File: src/sv/mts_ram.sv
`default_nettype none

module mts_ram #(
  parameter int WIDTH = 32,
  parameter int DEPTH = 128
) (
  input  wire logic                     clk,
  input  wire logic                     we,
  input  wire logic [$clog2(DEPTH)-1:0] waddr,
  input  wire logic [WIDTH-1:0]         wdata,
  input  wire logic [$clog2(DEPTH)-1:0] raddr,
  output logic      [WIDTH-1:0]         rdata
);

  logic [WIDTH-1:0] mem [DEPTH];

  always_ff @(posedge clk) begin
    if (we) begin
      mem[waddr] <= wdata;
    end
    rdata <= mem[raddr];
  end

endmodule

`default_nettype wire

File: config.mk
export PLATFORM = sky130hd
export DESIGN_NAME = mts_ram
export DESIGN_NICKNAME = d
export VERILOG_FILES = /design/src/sv/mts_ram.sv
export SDC_FILE = /design/constraint.sdc
export NUM_CORES = 2
export LEC_CHECK = 0
export ABC_AREA = 1
export BUFFER_PORTS_ARGS = -buffer_cell sky130_fd_sc_hd__buf_2
export CAP_MARGIN = 25
export CORE_MARGIN = 10
export CORE_UTILIZATION = 30
export CTS_CLUSTER_DIAMETER = 200
export CTS_CLUSTER_SIZE = 10
export DETAILED_ROUTE_END_ITERATION = 10
export HOLD_SLACK_MARGIN = 0.12
export MAX_ROUTING_LAYER = met4
export PLACE_DENSITY = 0.57
export SLEW_MARGIN = 20
export SYNTH_ARGS = -nofsm -noshare
export SYNTH_HDL_FRONTEND = slang
export SYNTH_SLANG_ARGS = --single-unit
export TNS_END_PERCENT = 5
File: constraint.sdc
create_clock -name clk -period 2.7 [get_ports clk]
set_input_delay 0.54 -clock clk [delete_from_list [all_inputs] [get_ports clk]]
set_output_delay 0.54 -clock clk [all_outputs]
set_load 0.03 [all_outputs]
=== Word level (Yosys, flattened, before mapping) ===
Memory sizes are Yosys's and may differ from the RTL's. A register that Yosys moved wholly into a read port is not among the register bits.
Cells that the tools add are included.

* Add/sub/neg operators: 0
* $mul: 0
* Divide/modulo/power cells: 0
* $lt $le $gt $ge: 0
* Eq/ne operators: 0
* Shift operators: 0
* Multiplexer cells: 2
* Bitwise logic cells: 0
* Reductions and logical operators: 0

{| class="wikitable"
|+ Operators with widths
! kind !! count
|-
| two-way mux 1 bit || 2
|}

* Register bits after elaboration: 0
* Bits in latches: 0
* Memory bits (writable): 4,096
* ROM bits: 0
* Input port bits: 48
* Logic and storage cells: 3
* Memories: 1

{| class="wikitable"
|+ Memory list
! memory !! depth !! width !! rd ports !! clocked after Yosys merged registers in !! write ports !! line !! source
|-
| mem || 128 || 32 || 1 || 1 || 1 || 15 || <nowiki>logic [WIDTH-1:0] mem [DEPTH];</nowiki>
|}

=== Longest topological paths before layout ===
* Depth after elaboration: 2
* Depth in mapped cells: 13
* Mapped depth without buffers: 9

=== Worst setup path after synthesis ===
OpenSTA, ideal clock, no wires.

* Path kind: input port to flip-flop
* Start: input we
* End: memory mem[105][0] (enable)
* Library setup time: 0.421 ns
* Arrival: 2.517 ns
* Slack: -0.238 ns
* Cell stages on the path: 4
* Path buffers: 2
* Cells stage by stage: clkbuf_1 -> nand2_1 -> clkbuf_1 -> nor2_1

* Cells in the longest elaborated chain, start to end: 2

{| class="wikitable"
|+ RTL lines
! what !! line !! source
|-
| start: declaration || 8 || <nowiki>input wire logic we,</nowiki>
|-
| two-way mux 1 bit || 18 || <nowiki>if (we) begin</nowiki>
|-
| two-way mux 1 bit (implied by the code) || 19 || <nowiki>mem[waddr] <= wdata;</nowiki>
|-
| end: declaration || 15 ||
|}

Every way passes these cells.

=== Final worst setup path ===
* Start: register rdata[8] (read register of mem)
* End: output rdata[8]

{| class="wikitable"
|+ RTL lines
! what !! line !! source
|-
| start: declaration || 12 || <nowiki>output logic [WIDTH-1:0] rdata</nowiki>
|}

No word-level cell between the ends.

==> results.yml <==
floorplanning:
  rows: 272
  core_area_um2: 548000
  io_pins: 80
  start_util_pct: 30.0
  dieHeight_um: 761
  die_area_um2: 579000
  die_w_um: 761
synthesis:
  synth_fa_ha_area_share_pct: 0
  synthSimpleGateAreaFrac_pct: 22.1
  yosys_warnings: 0
  avgSynthCellArea_um2: 12.3
  syn_area_um2: 165000
  synth_fp_nets: 13400
  synthMuxAreaShare_pct: 0
  synth_top_area_share_pct: 74.7
  synthXorXnorAreaFrac_pct: 0
  ys_seq_area_share_pct: 75.1
  synth_top_family_by_area: "simple AND/OR/NAND/NOR gates"
  yosys-top-cells-area: "edfxtp_1, nand3_1, nand2_1, buf_2, buf_4"
  yosys.area.top_type: "edfxtp_1"
  synth_cells: 13400
  synth-compound-area-share_pct: 0
  synth_cell_types: 15
  ys_ff_latch: 4128
critical_path:
  path_depth: 1
  crit_start: "rdata[8]"
  slowest_delay_ps: 820
  cp_cell_sequence: "buf_2"
  rr_startpoint: "mem[64][31]"
  required_ps: 2160
  cp-start-kind: "flip-flop"
  worstSetupPathType: "flip-flop to output pin"
  critical_path_arrival_ps: 2160
  critPathTopFamily: "flip-flops"
  critPathSlowestCell: "dfxtp_1"
  reg2reg_slack_ps: 600
  crit_end: "rdata[8]"
  r2r_end: "rdata[31]"
  ff2ff_path_depth: 8
  crit_buf_inv: 1
  end_kind: "output pin"
  crit_fanout: 2
drt:
  routed_wl_mm: 531
  ant_nets: 0
  drc_errors: 0
  via_count: 111000
  first_pass_iters: 7
  viasPerCell: 5.11
  routedWlPerCell_um: 24.6
  drt_iter0_markers: 13800
timing:
  finalSetupViolCount: 0
  tightestPinTransition_ps: 983
  slew_headroom_pct: 34.5
  period_needed_ps: 2700
  hold_viol_final: 0
  slew_viol_final: 0
  finClkSkew_ps: 70.5
  min_period_over_period_pct: 99.8
  fmax_mhz: 371
layout:
  area_growth_pct: 19.9
  nets: 14200
  fin_area_um2: 197000
  drive_gt1_share_pct: 12.8
  final_util_pct: 36.0
  n_fill_cell: 52300
clock_network:
  clk_path_buf_depth: 4
  insertion_delay_ps: 1010
  cts.reportedPaths.clkPinSlew_ps: 60
  cts_setup_buffers: 0
  clockRootBuffer: "clkbuf_16"
  cts_buffers: 450
  cts_tree: "built"
  cts_sinks: 4128
  htreeDepth: 5
grt:
  grt_pass1_wl_mm: 760
  antenna_found_initial: 57
  grt.total_usage_pct: 18.1
  grt_pass1_vias: 105000
  grt_max_degree: 129
  grt_overflow: 0
power:
  leakagePower_nw: 68.4
  powerDensity_nw_per_um2: 687
  ir_drop_v: 0.000553
placement:
  io_buffers: 79
  post-dp-hpwl_mm: 323
  gp_congestion: 0.868
  detailed_place.area_um2: 185000
min_path:
  worst_hold_startpoint: "wdata[25]"
  hold_class: "primary input to flip-flop"
status:
  status: "complete, no violations"
flow_run:
  max_cap_violations: 0
[per-layer routing]
layer | vias to the layer above | share of wire, % | global-route usage (%)
met5 | - | 0 | -
met4 | 0 | 3.2 | 5.27
met3 | 809 | 9.2 | 3.21
met2 | 5053 | 46 | 27.9
met1 | 55100 | 42 | 24.6
li1 | 49500 | - | -
[Yosys cell counts]
master	count
buf_1	100
inv_4	2
nand2_1	4151
buf_4	86
buf_2	602
nor3_1	8
buf_6	11
inv_2	2
buf_8	1
edfxtp_1	4096
nand3_1	4035
clkbuf_1	109
inv_1	20
dfxtp_1	32
nor2_1	134
[how the worst min path moves through the flow]
stage	endpoint	slack [ps]	cells past startpoint
after CTS	mem[69][25]	130	2
after detailed placement	rdata[7]	860	8
after global placement	rdata[7]	810	8
after floorplan	mem[0][0]	640	0
after global routing	mem[37][4]	170	2
final	mem[68][25]	160	2
[where the power goes]
| part | internal (mW) | switching (mW) | total, mW | leakage, nW |
|---|---|---|---|---|
| combinational | 3.19 | 7.02 | 10.2 | 25.4 |
| clock | 30.1 | 24.2 | 54.3 | 5.91 |
| sequential | 70.8 | 0.349 | 71.1 | 37.1 |
[metrics by stage]
stage                     total power, mW  setup TNS, ps  std cells  worst slack, ps  hold WS [ps]
after global routing                  139          -35.5      21600            -35.5           166
after floorplan                      76.6        -747300      13400             -238           639
after detailed placement             82.5          -8750      21000             -692           857
after CTS                             136              0      21600             3.22           132
after global placement               82.5          -8680      21000             -672           814
final                                 136              0      21600             4.48           164
[layout make-up]
type | instances | area, um^2 | area share, %
Sequential cell | 4128 | 124000 | 62.6
Multi-Input combinational cell | 8328 | 37300 | 18.9
Timing Repair Buffer | 1242 | 14900 | 7.56
Clock buffer | 589 | 11800 | 5.98
Tap cell | 7261 | 9080 | 4.60
Clock inverter | 26 | 430 | 0.218
Inverter | 24 | 143 | 0.0722
Antenna cell | 48 | 120 | 0.0608
[registers in the layout, indices dropped and copies added (netlist names)]
name	count
rdata	32
mem	4096
[timing repair]
action                                 4_1_cts  5_1_grt
setup endpoints to repair                    7        0
hold buffers                                30        0
resized for setup                            7        0
endpoints found under the hold margin      495        0
[cells by family after synthesis]
| family | Yosys count |
|---|---|
| flops | 4128 |
| buf+inv | 933 |
| simple gates | 8328 |
[cell usage in the layout (no fill, tap or decap), types with 7 or more instances in the layout]
cell           count
nand2_1         4143
edfxtp_1        4096
nand3_1         4035
buf_4            719
clkbuf_16        451
buf_12           448
clkbuf_1         138
nor2_4           128
diode_2           48
buf_2             41
dlygate4sd3_1     30
dfxtp_1           25
inv_1             18
inv_6             10
nor3_1             8
nand2_2            8
inv_16             7
dfxtp_2            7
Power figures use the tool's default switching activity.
